### config.mk
export PLATFORM = sky130hd
export DESIGN_NAME = serpentine_line_rasterizer
export DESIGN_NICKNAME = d
export VERILOG_FILES = /design/src/rtl/slr_pkg.sv /design/src/rtl/slr_seq.sv /design/src/rtl/slr_dp.sv /design/src/rtl/serpentine_line_rasterizer.sv
export SDC_FILE = /design/constraint.sdc
export NUM_CORES = 1
export LEC_CHECK = 0
export ABC_AREA = 0
export BUFFER_PORTS_ARGS = -buffer_cell sky130_fd_sc_hd__buf_4
export CAP_MARGIN = 20
export CELL_PAD_IN_SITES_DETAIL_PLACEMENT = 1
export CELL_PAD_IN_SITES_GLOBAL_PLACEMENT = 1
export CORE_ASPECT_RATIO = 1.4
export CORE_UTILIZATION = 47
export DETAILED_ROUTE_END_ITERATION = 8
export GPL_TIMING_DRIVEN = 0
export PLACE_DENSITY = 0.87
export SYNTH_ARGS = -nofsm -noshare
export SYNTH_HDL_FRONTEND = slang
export SYNTH_SLANG_ARGS = --single-unit
### constraint.sdc
create_clock -name clk -period 10.95 [get_ports clk]
set_input_delay 1.6425 -clock clk [delete_from_list [all_inputs] [get_ports clk]]
set_output_delay 1.6425 -clock clk [all_outputs]
set_load 0.005 [all_outputs]
### src/rtl/slr_pkg.sv
`default_nettype none
package slr_pkg;

  localparam int PANEL_WIDTH = 56;
  localparam int PANEL_ROWS  = 8;

  localparam int X_W     = 6;
  localparam int Y_W     = 4;
  localparam int COORD_W = 6;
  localparam int COLOR_W = 24;
  localparam int IDX_W   = 9;
  // Wide enough for (row - 1) * PANEL_WIDTH + PANEL_WIDTH before masking.
  localparam int IDX_FULL_W = 12;
  // Signed error term: spans -run .. run/2.
  localparam int ERR_W   = COORD_W + 2;

  typedef struct packed {
    logic [X_W-1:0]     start_x;
    logic [Y_W-1:0]     start_y;
    logic [X_W-1:0]     end_x;
    logic [Y_W-1:0]     end_y;
    logic [COLOR_W-1:0] line_color;
  } in_t;

  typedef struct packed {
    logic [IDX_W-1:0]   led_index;
    logic [COLOR_W-1:0] pixel_color;
    logic               last_pixel;
  } out_t;

  typedef enum logic [0:0] {
    ST_IDLE,
    ST_DRAW
  } state_t;

  typedef struct packed {
    logic load;
    logic step;
  } ctrl_t;

endpackage
`default_nettype wire

### src/rtl/slr_seq.sv
`default_nettype none
module slr_seq (
  input  wire             clk,
  input  wire             rst_n,
  input  wire             in_valid,
  input  wire             out_free,
  input  wire             last,
  output logic            in_ready,
  output slr_pkg::ctrl_t  ctrl,
  output slr_pkg::state_t state
);

  slr_pkg::state_t state_r, state_nxt;

  always_ff @(posedge clk) begin
    if (!rst_n) begin
      state_r <= slr_pkg::ST_IDLE;
    end else begin
      state_r <= state_nxt;
    end
  end

  always_comb begin
    state_nxt = state_r;
    unique case (state_r)
      slr_pkg::ST_IDLE: begin
        if (in_valid) begin
          state_nxt = slr_pkg::ST_DRAW;
        end
      end
      slr_pkg::ST_DRAW: begin
        if (out_free && last) begin
          state_nxt = slr_pkg::ST_IDLE;
        end
      end
      default: state_nxt = slr_pkg::ST_IDLE;
    endcase
  end

  always_comb begin
    in_ready  = 1'b0;
    ctrl.load = 1'b0;
    ctrl.step = 1'b0;
    unique case (state_r)
      slr_pkg::ST_IDLE: begin
        in_ready  = 1'b1;
        ctrl.load = in_valid;
      end
      slr_pkg::ST_DRAW: begin
        ctrl.step = out_free;
      end
      default: begin
        in_ready = 1'b0;
      end
    endcase
  end

  assign state = state_r;

endmodule
`default_nettype wire

### src/rtl/slr_dp.sv
`default_nettype none
module slr_dp (
  input  wire            clk,
  input  wire            rst_n,
  input  slr_pkg::ctrl_t ctrl,
  input  slr_pkg::in_t   in_data,
  output slr_pkg::out_t  pixel,
  output logic           last
);

  localparam int CW = slr_pkg::COORD_W;
  localparam int EW = slr_pkg::ERR_W;
  localparam int FW = slr_pkg::IDX_FULL_W;

  // Clamp a coordinate into 1..hi.
  function automatic logic [CW-1:0] sat_coord(input logic [CW-1:0] v,
                                              input logic [CW-1:0] hi);
    logic [CW-1:0] r;
    begin
      r = v;
      if (v == '0) begin
        r = CW'(1);
      end else if (v > hi) begin
        r = hi;
      end
      return r;
    end
  endfunction

  function automatic logic [CW-1:0] abs_diff(input logic [CW-1:0] a,
                                             input logic [CW-1:0] b);
    begin
      return (a > b) ? (a - b) : (b - a);
    end
  endfunction

  logic [CW-1:0] ax, ay, bx, by;
  logic [CW-1:0] p0_maj, p0_mnr, p1_maj, p1_mnr;
  logic [CW-1:0] s_maj, s_mnr, s_end, s_run;
  logic          steep;

  logic [CW-1:0]               maj_r, end_r, mnr_r, run_r, rise_r;
  logic signed [EW-1:0]        err_r;
  logic                        dir_up_r, steep_r, busy_r;
  logic [slr_pkg::COLOR_W-1:0] color_r;

  logic signed [EW-1:0] err_dec;
  logic [CW-1:0]        row, col;
  logic [FW-1:0]        row_m1, base, idx_odd, idx_even, idx;

  // Set-up: clamp, choose the major axis and order the endpoints.
  always_comb begin
    ax = sat_coord(in_data.start_x, CW'(slr_pkg::PANEL_WIDTH));
    bx = sat_coord(in_data.end_x, CW'(slr_pkg::PANEL_WIDTH));
    ay = sat_coord(CW'(in_data.start_y), CW'(slr_pkg::PANEL_ROWS));
    by = sat_coord(CW'(in_data.end_y), CW'(slr_pkg::PANEL_ROWS));
    steep  = abs_diff(ay, by) > abs_diff(ax, bx);
    p0_maj = steep ? ay : ax;
    p0_mnr = steep ? ax : ay;
    p1_maj = steep ? by : bx;
    p1_mnr = steep ? bx : by;
    if (p1_maj < p0_maj) begin
      s_maj = p1_maj;
      s_mnr = p1_mnr;
      s_end = p0_maj;
    end else begin
      s_maj = p0_maj;
      s_mnr = p0_mnr;
      s_end = p1_maj;
    end
    s_run = s_end - s_maj;
  end

  always_ff @(posedge clk) begin
    if (!rst_n) begin
      busy_r <= 1'b0;
    end else if (ctrl.load) begin
      busy_r   <= 1'b1;
      maj_r    <= s_maj;
      end_r    <= s_end;
      mnr_r    <= s_mnr;
      run_r    <= s_run;
      rise_r   <= abs_diff(p0_mnr, p1_mnr);
      err_r    <= EW'(s_run >> 1);
      dir_up_r <= (p0_maj <= p1_maj) ? (p0_mnr < p1_mnr) : (p1_mnr < p0_mnr);
      steep_r  <= steep;
      color_r  <= in_data.line_color;
    end else if (ctrl.step) begin
      maj_r <= maj_r + CW'(1);
      if (err_dec < 0) begin
        mnr_r <= dir_up_r ? (mnr_r + CW'(1)) : (mnr_r - CW'(1));
        err_r <= err_dec + $signed(EW'(run_r));
      end else begin
        err_r <= err_dec;
      end
      if (maj_r == end_r) begin
        busy_r <= 1'b0;
      end
    end
  end

  assign err_dec = err_r - $signed(EW'(rise_r));

  // Serpentine mapping: odd rows count down from the row's top index.
  always_comb begin
    row      = steep_r ? maj_r : mnr_r;
    col      = steep_r ? mnr_r : maj_r;
    row_m1   = FW'(row) - FW'(1);
    base     = row_m1 * FW'(slr_pkg::PANEL_WIDTH);
    idx_odd  = base + FW'(slr_pkg::PANEL_WIDTH) - FW'(col);
    idx_even = base + FW'(col) - FW'(1);
    idx      = row[0] ? idx_odd : idx_even;
  end

  assign last              = busy_r && (maj_r == end_r);
  assign pixel.led_index   = idx[slr_pkg::IDX_W-1:0];
  assign pixel.pixel_color = color_r;
  assign pixel.last_pixel  = (maj_r == end_r);

endmodule
`default_nettype wire

### src/rtl/serpentine_line_rasterizer.sv
`default_nettype none
// Serpentine line rasterizer: one line command in, one pixel transaction per drawn pixel out.
// The command is registered in the datapath, and each pixel is then registered in the output register.
// Throughput: one pixel per cycle while the output is ready; a line holds at most
// PANEL_WIDTH = 56 pixels, and no new command is taken until its last pixel is emitted.
// Reset: synchronous, active-low rst_n returns the sequencer to idle and empties the output.
module serpentine_line_rasterizer (
  input  wire           clk,
  input  wire           rst_n,
  input  wire           in_valid,
  output logic          in_ready,
  input  slr_pkg::in_t  in_data,
  output logic          out_valid,
  input  wire           out_ready,
  output slr_pkg::out_t out_data
);

  // The sequencer holds off new commands while a line is being walked. Every cycle in the
  // draw state in which the output register is free (empty, or being taken this cycle), the
  // step unit emits the current pixel and advances the Bresenham error term.
  slr_pkg::ctrl_t  ctrl;
  slr_pkg::state_t state;
  slr_pkg::out_t   pixel;
  logic            last;
  logic            out_free;

  logic          out_valid_r;
  slr_pkg::out_t out_data_r;

  assign out_free = !out_valid_r || out_ready;

  slr_seq u_seq (
    .clk      (clk),
    .rst_n    (rst_n),
    .in_valid (in_valid),
    .out_free (out_free),
    .last     (last),
    .in_ready (in_ready),
    .ctrl     (ctrl),
    .state    (state)
  );

  slr_dp u_dp (
    .clk     (clk),
    .rst_n   (rst_n),
    .ctrl    (ctrl),
    .in_data (in_data),
    .pixel   (pixel),
    .last    (last)
  );

  // Output register: decouples the pixel walk from the consumer's ready. A new command may
  // be accepted while the final pixel of the previous line still waits here, since set-up
  // only touches the datapath registers.
  always_ff @(posedge clk) begin
    if (!rst_n) begin
      out_valid_r <= 1'b0;
    end else if (ctrl.step) begin
      out_valid_r <= 1'b1;
    end else if (out_ready) begin
      out_valid_r <= 1'b0;
    end
  end

  always_ff @(posedge clk) begin
    if (ctrl.step) begin
      out_data_r <= pixel;
    end
  end

  assign out_valid = out_valid_r;
  assign out_data  = out_data_r;

  // A loaded command always moves the sequencer into the draw state.
  a_load_draws: assert property (@(posedge clk) disable iff (!rst_n)
    ctrl.load |=> state == slr_pkg::ST_DRAW)
    else $error("command loaded but sequencer not drawing");

  // Pixels are only emitted while a line is being walked.
  a_step_in_draw: assert property (@(posedge clk) disable iff (!rst_n)
    ctrl.step |-> state == slr_pkg::ST_DRAW)
    else $error("pixel emitted outside the draw state");

  // Emitting the final pixel of a line frees the block for the next command.
  a_last_frees: assert property (@(posedge clk) disable iff (!rst_n)
    (ctrl.step && last) |=> in_ready)
    else $error("block not ready after the final pixel");

  // The final pixel flag and the sequencer's end of line agree.
  a_last_flag: assert property (@(posedge clk) disable iff (!rst_n)
    ctrl.step |=> (out_data.last_pixel == $past(last)))
    else $error("last pixel flag disagrees with the sequencer");

endmodule
`default_nettype wire
==> impl_results.md, run 1 <==
- Status: finished, final reports clean
- TritonCTS buffer count: 9
- Post-synth top flop: edfxtp_1
- CTS clk-pin slew, worst paths: 0.08 ns
- Post-synth EDFFs: 98
- Via/cell ratio: 5.68
- Yosys warns: 0
- Worst Clk Skew: 0.0112 ns
- Fill cells: 1,786
- Vias in the first global route: 6,529
- Crit-path max cell delay: 0.52 ns
- Antenna cells: 0
- Initial antenna violation count: 0
- First-pass GRT wire length: 32,500 µm
- Per-cell routed wire length: 19.5 µm
- CP Class: in2reg
- WP data arrival: 9.51 ns
- Avg Inst Size Synth: 10.0 µm²
- Syn Inst Count: 766
- Register area share after synthesis: 39.2%
- Sequential share of power: 21.0%
- Comb power frac: 68.3%
- Nets@finish: 1,003
- Max Slew Vio Count: 0
- I/O pin count: 84
- Final hold vios: 0
- Synth cell types: 70
- Syn Nets: 908
- Commonest cells after routing, fill and taps aside: edfxtp_1, inv_1, buf_4, ha_1, nand2_1
- CTS Root Buffer Type: clkbuf_16
- Fmax: 108 MHz
- GRT Total Usage: 25.6%
- Max Buffers Root-to-Sink: 2
- Clock share of power: 10.7%
- CP Launch Type: primary input
- Least-Margin Pin Slew: 0.921 ns
- Power Density: 344 nW/µm²
- Hold Crit Class: reg2reg
- FP Rows: 54
- Yosys reg bits: 101
- Port-buffer cells: 83
- Endpoints failing setup: 0
- Largest net degree at the start of global routing: 38
- Die height: 153 µm
- Fraction of layout cells with a size suffix above 1: 15.7%
- Slowest cell on the critical path: or4_1
- H-tree levels: 3
- Net Sw Frac: 46.5%
- Internal power: 1.63 mW
- Total negative slack: 0 ns
- Leakage: 3.89 nW
- Initial core utilization: 48.7%
- MaxCap Viol Count: 0
- Placer Congestion: 0.853
- Total vias in the final route: 6,034
- Area Growth Syn to Fin: 15.8%
- VDD IR max: 0.000290 V
- Worst skew pair latency: 0.37 ns
- Worst-path fanout max: 10
- DRT Wirelength: 20,700 µm
- Unrepaired setup endpoints after global routing: false
- Ys async rst share: 0%
- Post-route ant nets: 0
- Post-CTS setup buffer count: 0
- Critical Path RT: 11.16 ns
- Initial DRC count: 237
- Die X: 110 µm
- Ratio of final minimum period to clock period: 84.9%
- Commonest non-fill, non-tap cell in the layout: edfxtp_1
- Hold WS: 0.419 ns
- Pre-antenna DRT Iters: 4
- CORE AREA: 15,700 µm²
- Minimum clock period: 9.29 ns
- Die area: 16,800 µm²
- Drt drc: 0
- Synthesized area: 7670 µm²
- CP most frequent cell: ha_1
- Max-slew headroom: 38.1%
- Final Util: 56.4%
- Worst Setup End Kind: flip-flop
- CTS Sinks: 101
- Dpl hpwl: 16,400 µm
- GRT overflow: 0
- Hold buffers post-CTS: 0
- Post-CTS sizing: 0
- CTS tree: done
- Net Sw Power: 1.42 mW
-- worst max-delay path: cells and delay by family --
kind / cells / cell delay (ns)
AOI/OAI and AO/OA: 14 / 3.16
and+or+nand+nor: 6 / 1.21
buffers and inverters: 6 / 1.30
xor gates and xnor gates: 1 / 0.22
adders and majority gates: 5 / 1.50
muxes: 2 / 0.45
-- per-stage QoR --
| step | setup slack, ns | instance area (µm²) | cells | total power [mW] |
|---|---|---|---|---|
| 6_report | 1.66 | 8880 | 1062 | 3.05 |
| 5_1_grt | 1.19 | 8880 | 1062 | 3.30 |
| 3_3_place_gp | 1.29 | 8540 | 1045 | 2.56 |
| 3_5_place_dp | 1.28 | 8570 | 1046 | 2.70 |
| 4_1_cts | 1.65 | 8880 | 1062 | 3.06 |
| 2_1_floorplan | 2.52 | 7670 | 766 | 2.17 |
-- area by class of cell --
class | count | area [µm²] | share of cell area (%)
Multi-Input combinational cell | 545 | 4210 | 47.4
Sequential cell | 101 | 3000 | 33.8
Timing Repair Buffer | 84 | 651 | 7.33
Inverter | 94 | 353 | 3.97
Tap cell | 196 | 245 | 2.76
Clock buffer | 9 | 225 | 2.54
Buffer | 26 | 105 | 1.18
Clock inverter | 7 | 88.8 | 1.00
-- logic make-up (layout without fill, tap and decap cells) --
| kind of cell | Yosys count | in the layout | synth area share [%] |
|---|---|---|---|
| buffers and inverters | 120 | 220 | 5.97 |
| DFF | 101 | 101 | 39.2 |
| adders and majority gates | 96 | 96 | 16.9 |
| and+or+nand+nor | 179 | 179 | 11.1 |
| AOI/OAI and AO/OA | 177 | 177 | 15.6 |
| muxes | 34 | 34 | 4.57 |
| xor gates and xnor gates | 59 | 59 | 6.74 |
-- sequential cells by signal, summed over array words and instances (netlist names) --
signal	cells
u_dp.run_r	6
u_dp.maj_r	6
u_dp.busy_r	1
u_dp.mnr_r	6
out_data	34
out_valid	1
u_dp.end_r	6
u_seq.state	1
u_dp.err_r	8
u_dp.rise_r	6
u_dp.dir_up_r	1
u_dp.color_r	24
u_dp.steep_r	1
-- synth_stat cells (5+ instances only) --
cell type / instances / area share, %
nor2b_1: 9 / 0.73
nor2_1: 55 / 2.7
buf_2: 6 / 0.39
nor3_1: 5 / 0.33
xor2_1: 20 / 2.3
nand4_1: 5 / 0.41
ha_1: 81 / 13
nand2_1: 57 / 2.8
xnor2_1: 39 / 4.5
a21oi_1: 53 / 3.5
nand3_1: 11 / 0.72
clkbuf_1: 16 / 0.78
edfxtp_1: 98 / 38
inv_1: 90 / 4.4
fa_1: 13 / 3.4
mux2i_1: 26 / 3.4
a31oi_1: 12 / 0.98
a211oi_1: 8 / 0.78
and3_1: 5 / 0.41
a21o_1: 16 / 1.6
mux2_2: 7 / 1.0
and2_1: 11 / 0.90
o21ai_0: 34 / 2.2
-- power groups by stage --
stage	registers, mW	clock network (mW)	logic (mW)
global route	0.646	0.346	2.30
finish	0.641	0.327	2.08
global placement	0.641	0	1.91
CTS	0.641	0.333	2.09
detailed placement	0.648	0	2.05
floorplan	0.631	0	1.54
-- metal layers --
metal  part of all wire [%]  track usage, %
met1                     37            26.3
met2                     53            47.1
met3                    3.8            3.11
met4                    6.0            16.6
met5                      0               0
-- path summary, 6_finish.rpt --
kind,start,to,slack [ns],depth (start not counted)
worst max-delay path,in_data[40],u_dp.err_r[3],1.66,34
worst min-delay path,u_dp.color_r[3],out_data[4],0.42,0
worst max register to register,u_dp.steep_r,out_data[33],6.47,10
worst min register to register,u_dp.color_r[3],out_data[4],0.42,0
Power figures use the tool's default switching activity.
==> inputs of run 2 (changes only) <==
- CORE_UTILIZATION: 47 -> 42
- PLACE_DENSITY: 0.87 -> 0.83
- clock period: 10.95 -> 7.8 ns (I/O delays scaled with it)
==> run 2 against run 1 <==
Compared with the run above:
- final area grew 6.3%
- total power increased by 51%
- largest power group unchanged
- combinational power up 57%
- critical path depth decreased by 1
- cell count increased by 6.2%
- count of clock-buffer cells in the layout unchanged
- global-route usage fell by 2.7 points
- critical path type unchanged
- worst setup slack worse by 1.5 ns
- non-clock buffer count up 22
==> impl_results.md, run 2 (synthesis gave the netlist of run 1 again) <==
- Commonest non-fill, non-tap cell in the layout: buf_4
- DRT Wirelength: 21,200 µm (+2.6%)
- Fin cells: 1,128 (+6.2%)
- Max Buffers Root-to-Sink: 2 (unchanged)
- H-tree levels: 3 (unchanged)
- CP Launch Type: primary input
- CP Class: in2reg
- Worst Clk Skew: 0.00591 ns (-0.00529 ns)
- CP most frequent cell: buf_4
- Die area: 18,800 µm² (+12%)
- Initial antenna violation count: 0 (unchanged)
- Worst Setup End Kind: flip-flop
- Antenna cells: 0 (unchanged)
- Endpoints failing setup: 0 (unchanged)
- Crit Reg-Reg Startpoint: u_dp.steep_r
- Slowest cell on the critical path: or4_4
- CTS clk-pin slew, worst paths: 0.08 ns (about the same)
- Crit-path max cell delay: 0.54 ns (+0.02 ns)
- Largest net degree at the start of global routing: 38 (unchanged)
- Per-cell routed wire length: 18.8 µm (-3.4%)
- CTS tree: done
- Minimum clock period: 7.61 ns
- Worst-path fanout max: 10 (unchanged)
- Max Slew Vio Count: 0 (unchanged)
- First-pass GRT wire length: 33,300 µm (+2.2%)
- End of the critical path: u_dp.err_r[3]
- Worst reg2reg path endpoint: out_data[33]
- Fmax: 131 MHz
- Dpl hpwl: 16,200 µm (-1.3%)
- Delay-heaviest family, CP: compound AO/OA/AOI/OAI gates
- Area Growth Syn to Fin: 23.1%
- CTS Root Buffer Type: clkbuf_16
- Port-buffer cells: 83 (unchanged)
- Flop2flop setup slack: 3.34 ns (-3.13 ns)
- Hold buffers post-CTS: 0 (unchanged)
- Ratio of final minimum period to clock period: 97.6%
- Least-Margin Pin Slew: 1.03 ns (+0.111 ns)
- Worst setup path startpoint: in_data[40]
- Final hold vios: 0 (unchanged)
- Unrepaired setup endpoints after global routing: true
- Critical Path RT: 7.98 ns (-3.18 ns)
- Total vias in the final route: 6,188 (+2.6%)
- Drt drc: 0 (unchanged)
- Initial core utilization: 42.8% (-5.9 points)
- Initial DRC count: 362 (+53%)
- MaxCap Viol Count: 0 (unchanged)
- Critical path buffer and inverter count: 7 (+1)
- Worst skew pair latency: 0.35 ns (-0.02 ns)
- Crit. path cell count: 33 (-2.9%)
- Nets@finish: 1,025 (+2.2%)
- CTS Sinks: 101 (unchanged)
- Commonest cells after routing, fill and taps aside: buf_4, edfxtp_1, inv_1, ha_1, nand2_1
- I/O pin count: 84 (unchanged)
- Die X: 116 µm (+5.7%)
- WP data arrival: 7.79 ns (-1.72 ns)
- Fill cells: 2,025 (+13%)
- Pre-antenna DRT Iters: 5 (+1)
- Total negative slack: 0 ns (unchanged)
- Post-route ant nets: 0 (unchanged)
- CORE AREA: 17,900 µm² (+14%)
- Leakage: 4.06 nW (+4.4%)
- Placer Congestion: 0.925 (+8.5%)
- Via/cell ratio: 5.49 (-3.4%)
- Fraction of layout cells with a size suffix above 1: 24.0% (+8.3 points)
- Status: finished, final reports clean
- Power Density: 487 nW/µm² (+42%)
- Hold Crit Class: reg2reg
- TritonCTS buffer count: 9 (unchanged)
- Post-route cell area: 9440 µm² (+6.3%)
- Die height: 162 µm (+5.7%)
- Worst R2R Path Depth: 10 (unchanged)
- Hold WS: 0.421 ns (+0.00287 ns)
- VDD IR max: 0.000283 V (-2.5%)
- GRT Total Usage: 22.8% (-2.7 points)
- Final Util: 52.7% (-3.7 points)
- GRT overflow: 0 (unchanged)
- Max-slew headroom: 30.6% (-7.5 points)
- Vias in the first global route: 6,715 (+2.8%)
- Max reg flops: 34 (unchanged)
- FP Rows: 58 (+7.4%)
- Post-DP Area: 8620 µm² (+0.67%)
- Dpl cells: 1,090 (+4.2%)
-- run 2: cell count changes in the layout (fill, tap and decap cells not counted), moves of 3 or more --
cell	before	now
buf_8	0	3
o21ai_2	1	8
nor2_2	0	5
a21oi_4	0	4
o21ai_0	34	28
a21oi_1	53	42
a21oi_2	3	10
ha_4	0	5
nor2_1	55	49
buf_4	83	105
ha_1	81	74
-- run 2: metal layers --
layer  track usage, %  vias to the layer above  routed length (µm)
li1                 -                     2924                   -
met1             23.0                     2995                7730
met2             44.3                      194               11300
met3             2.69                       75                 899
met4             12.4                        0                1270
met5                0                        -                   0
-- run 2: final cells by class --
cell class	instances	area, µm²	area share, %
Clock inverter	7	81.3	0.861
Tap cell	240	300	3.18
Sequential cell	101	3000	31.8
Multi-Input combinational cell	545	4480	47.5
Clock buffer	9	225	2.39
Timing Repair Buffer	106	833	8.83
Inverter	94	355	3.76
Buffer	26	158	1.67
-- run 2: stage by stage --
stage / setup slack, ns / total power [mW]
6_report: 0.190 / 4.60
5_1_grt: -0.0930 / 4.96
4_1_cts: 0.0249 / 4.39
3_5_place_dp: -1.35 / 3.75
3_3_place_gp: -1.31 / 3.59
2_1_floorplan: 0.0145 / 3.05
-- run 2: where the power goes --
| part | leakage (nW) | switching [mW] | internal, mW |
|---|---|---|---|
| sequential | 0.942 | 0.0518 | 0.837 |
| clock | 0.151 | 0.221 | 0.232 |
| combinational | 2.97 | 1.81 | 1.44 |
-- run 2: how the worst min path moves through the flow --
stage / startpoint / to / slack (ns) / cells after the start
finish: u_dp.color_r[14] / out_data[15] / 0.42 / 0
global route: u_dp.color_r[14] / out_data[15] / 0.43 / 0
CTS: u_dp.color_r[7] / out_data[8] / 0.42 / 0
detailed placement: u_dp.color_r[7] / out_data[8] / 0.41 / 0
global placement: u_dp.color_r[13] / out_data[14] / 0.40 / 0
floorplan: u_dp.color_r[9] / out_data[10] / 0.40 / 0
-- run 2: timing repair --
action / in CTS / in global routing
cloned: 0 / 1
endpoints found under the hold margin: 0 / 0
setup buffers: 9 / 12
resized for setup: 44 / 42
setup endpoints to repair: 34 / 14
pin swaps: 11 / 17
==> inputs of run 3 (changes only) <==
- BUFFER_PORTS_ARGS: -buffer_cell sky130_fd_sc_hd__buf_4 -> -buffer_cell sky130_fd_sc_hd__buf_2
==> run 3 against run 2 <==
Compared with the run above:
- utilization down 1.6 points
- die area stayed put
- sequential share of layout area up 1.0 points
- global-route usage decreased by 0.41 points
- cell count unchanged
- first-iteration DRC count rose by 19%
- sequential cell count is the same
- routed wire length decreased by 3.6%
- count of clock-buffer cells in the layout stayed put
- sequential power barely moved
- critical path type unchanged
==> impl_results.md, run 3 (synthesis gave the netlist of run 1 again) <==
- Nets@finish: 1,025 (unchanged)
- First-pass GRT wire length: 32,600 µm (-2.1%)
- Final Util: 51.0% (-1.6 points)
- Worst setup path startpoint: in_data[41]
- CTS Root Buffer Type: clkbuf_16
- VDD IR max: 0.000240 V (-15%)
- Fmax: 130 MHz (-1.3%)
- Total negative slack: 0 ns (unchanged)
- CTS tree: done
- Initial antenna violation count: 0 (unchanged)
- Final hold vios: 0 (unchanged)
- Hold WS: 0.421 ns (-0.000791 ns)
- Crit Reg-Reg Startpoint: u_dp.steep_r
- FP Rows: 58 (unchanged)
- Drt drc: 0 (unchanged)
- Endpoints failing setup: 0 (unchanged)
- Crit-path max cell delay: 0.50 ns (-0.04 ns)
- Max Buffers Root-to-Sink: 2 (unchanged)
- Commonest cells after routing, fill and taps aside: edfxtp_1, inv_1, buf_2, ha_1, nand2_1
- Leakage: 3.97 nW (-2.2%)
- Placer Congestion: 0.919 (-0.66%)
- Antenna cells: 0 (unchanged)
- Initial core utilization: 42.8% (unchanged)
- CP Launch Type: primary input
- GRT overflow: 0 (unchanged)
- Initial DRC count: 431 (+19%)
- Unrepaired setup endpoints after global routing: true
- Dpl hpwl: 15,600 µm (-3.6%)
- CP Class: in2reg
- Comb power frac: 70.6% (-0.2 points)
- Status: finished, final reports clean
- MaxCap Viol Count: 0 (unchanged)
- I/O pin count: 84 (unchanged)
- Internal power: 2.46 mW (-2.1%)
- Clock share of power: 9.6% (-0.2 points)
- Via/cell ratio: 5.44 (-0.82%)
- Ratio of final minimum period to clock period: 98.8% (+1.3 points)
- Vias in the first global route: 6,604 (-1.7%)
- Worst reg2reg path endpoint: out_data[33]
- Max Slew Vio Count: 0 (unchanged)
- Net Sw Power: 2.04 mW (-2.5%)
- Minimum clock period: 7.71 ns (+0.0987 ns)
- GRT Total Usage: 22.4% (-0.41 points)
- Worst-path fanout max: 10 (unchanged)
- Pre-antenna DRT Iters: 4 (-1)
- Fraction of layout cells with a size suffix above 1: 23.0% (-1.0 points)
- Worst Setup End Kind: flip-flop
- Critical Path RT: 7.97 ns (about the same)
- Worst Clk Skew: 0.0113 ns (+0.00537 ns)
- Die height: 162 µm (unchanged)
- Sequential share of power: 19.8% (+0.5 points)
- CTS clk-pin slew, worst paths: 0.07 ns (about the same)
- H-tree levels: 3 (unchanged)
- Max-slew headroom: 46.0% (+15 points)
- Flop2flop setup slack: 3.27 ns (-0.07 ns)
- Power Density: 491 nW/µm² (+0.86%)
- Worst R2R Path Depth: 10 (unchanged)
- DRT Wirelength: 20,500 µm (-3.6%)
- TritonCTS buffer count: 9 (unchanged)
- Die X: 116 µm (unchanged)
- Commonest non-fill, non-tap cell in the layout: edfxtp_1
- Area Growth Syn to Fin: 19.3%
- Port-buffer cells: 83 (unchanged)
- Hold Crit Class: reg2reg
- Post-route cell area: 9150 µm² (-3.1%)
- Worst skew pair latency: 0.35 ns (about the same)
- Slowest cell on the critical path: or4_4
- End of the critical path: u_dp.err_r[3]
- Total vias in the final route: 6,137 (-0.82%)
- CORE AREA: 17,900 µm² (unchanged)
- CTS Sinks: 101 (unchanged)
- Max reg flops: 34 (unchanged)
- CP most frequent cell: ha_1
- WP data arrival: 7.88 ns (+0.09 ns)
- Die area: 18,800 µm² (unchanged)
- Least-Margin Pin Slew: 0.811 ns (-0.221 ns)
- Per-cell routed wire length: 18.1 µm (-3.6%)
- Post-route ant nets: 0 (unchanged)
- Post-DP Area: 8420 µm² (-2.4%)
- Largest net degree at the start of global routing: 38 (unchanged)
- Net Sw Frac: 45.3% (-0.094 points)
==> run 3: power groups by stage <==
stage / Clock [mW] / Combinational (mW) / Sequential [mW]
floorplan: 0 / 2.16 / 0.886
global placement: 0 / 2.67 / 0.893
detailed placement: 0 / 2.82 / 0.900
CTS: 0.442 / 3.04 / 0.891
global route: 0.460 / 3.50 / 0.900
finish: 0.432 / 3.17 / 0.888
==> run 3: what timing repair did <==
item / in CTS / in global routing
setup buffers: 13 / 8
hold endpoints to repair: 0 / 0
pin swaps: 13 / 12
hold buffers: 0 / 0
setup endpoints to repair: 34 / 16
resized for setup: 45 / 28
==> run 3: how the worst min path moves through the flow <==
stage | startpoint | end | slack, ns | depth (start not counted)
global route | u_dp.color_r[10] | out_data[11] | 0.43 | 0
finish | u_dp.color_r[23] | out_data[24] | 0.42 | 0
floorplan | u_dp.color_r[9] | out_data[10] | 0.40 | 0
global placement | u_dp.color_r[1] | out_data[2] | 0.40 | 0
CTS | u_dp.color_r[23] | out_data[24] | 0.42 | 0
detailed placement | u_dp.color_r[23] | out_data[24] | 0.41 | 0
==> run 3: routing by layer <==
layer  track usage, %  wire (µm)  vias to the layer above
met5                0          0                        -
met4             12.8       1160                        0
met3             3.25        788                       62
met2             42.4      11000                      172
met1             22.9       7470                     2975
li1                 -          -                     2928
==> run 3: layout make-up <==
type / count / area, µm²
Buffer: 26 / 150
Tap cell: 240 / 300
Clock inverter: 7 / 67.6
Inverter: 94 / 353
Sequential cell: 101 / 3000
Multi-Input combinational cell: 545 / 4440
Clock buffer: 9 / 225
Fill cell: 2012 / 8780
Timing Repair Buffer: 106 / 606
==> run 3: through the flow <==
stage	total power [mW]	instances	setup WS, ns
after floorplan	3.05	766	0.0145
after global placement	3.57	1089	-1.29
after detailed placement	3.72	1090	-1.46
after CTS	4.37	1119	0.0184
after global routing	4.86	1128	-0.121
final	4.49	1128	0.0917
==> run 3: worst max-delay path: cells and delay by family <==
kind / cells / cell delay, ns
XOR/XNOR: 1 / 0.21
buffers and inverters: 6 / 0.94
AND/OR/NAND/NOR: 6 / 1.29
AO/OA/AOI/OAI: 13 / 2.51
multiplexers: 2 / 0.43
adder cells (fa/ha/maj): 5 / 1.31
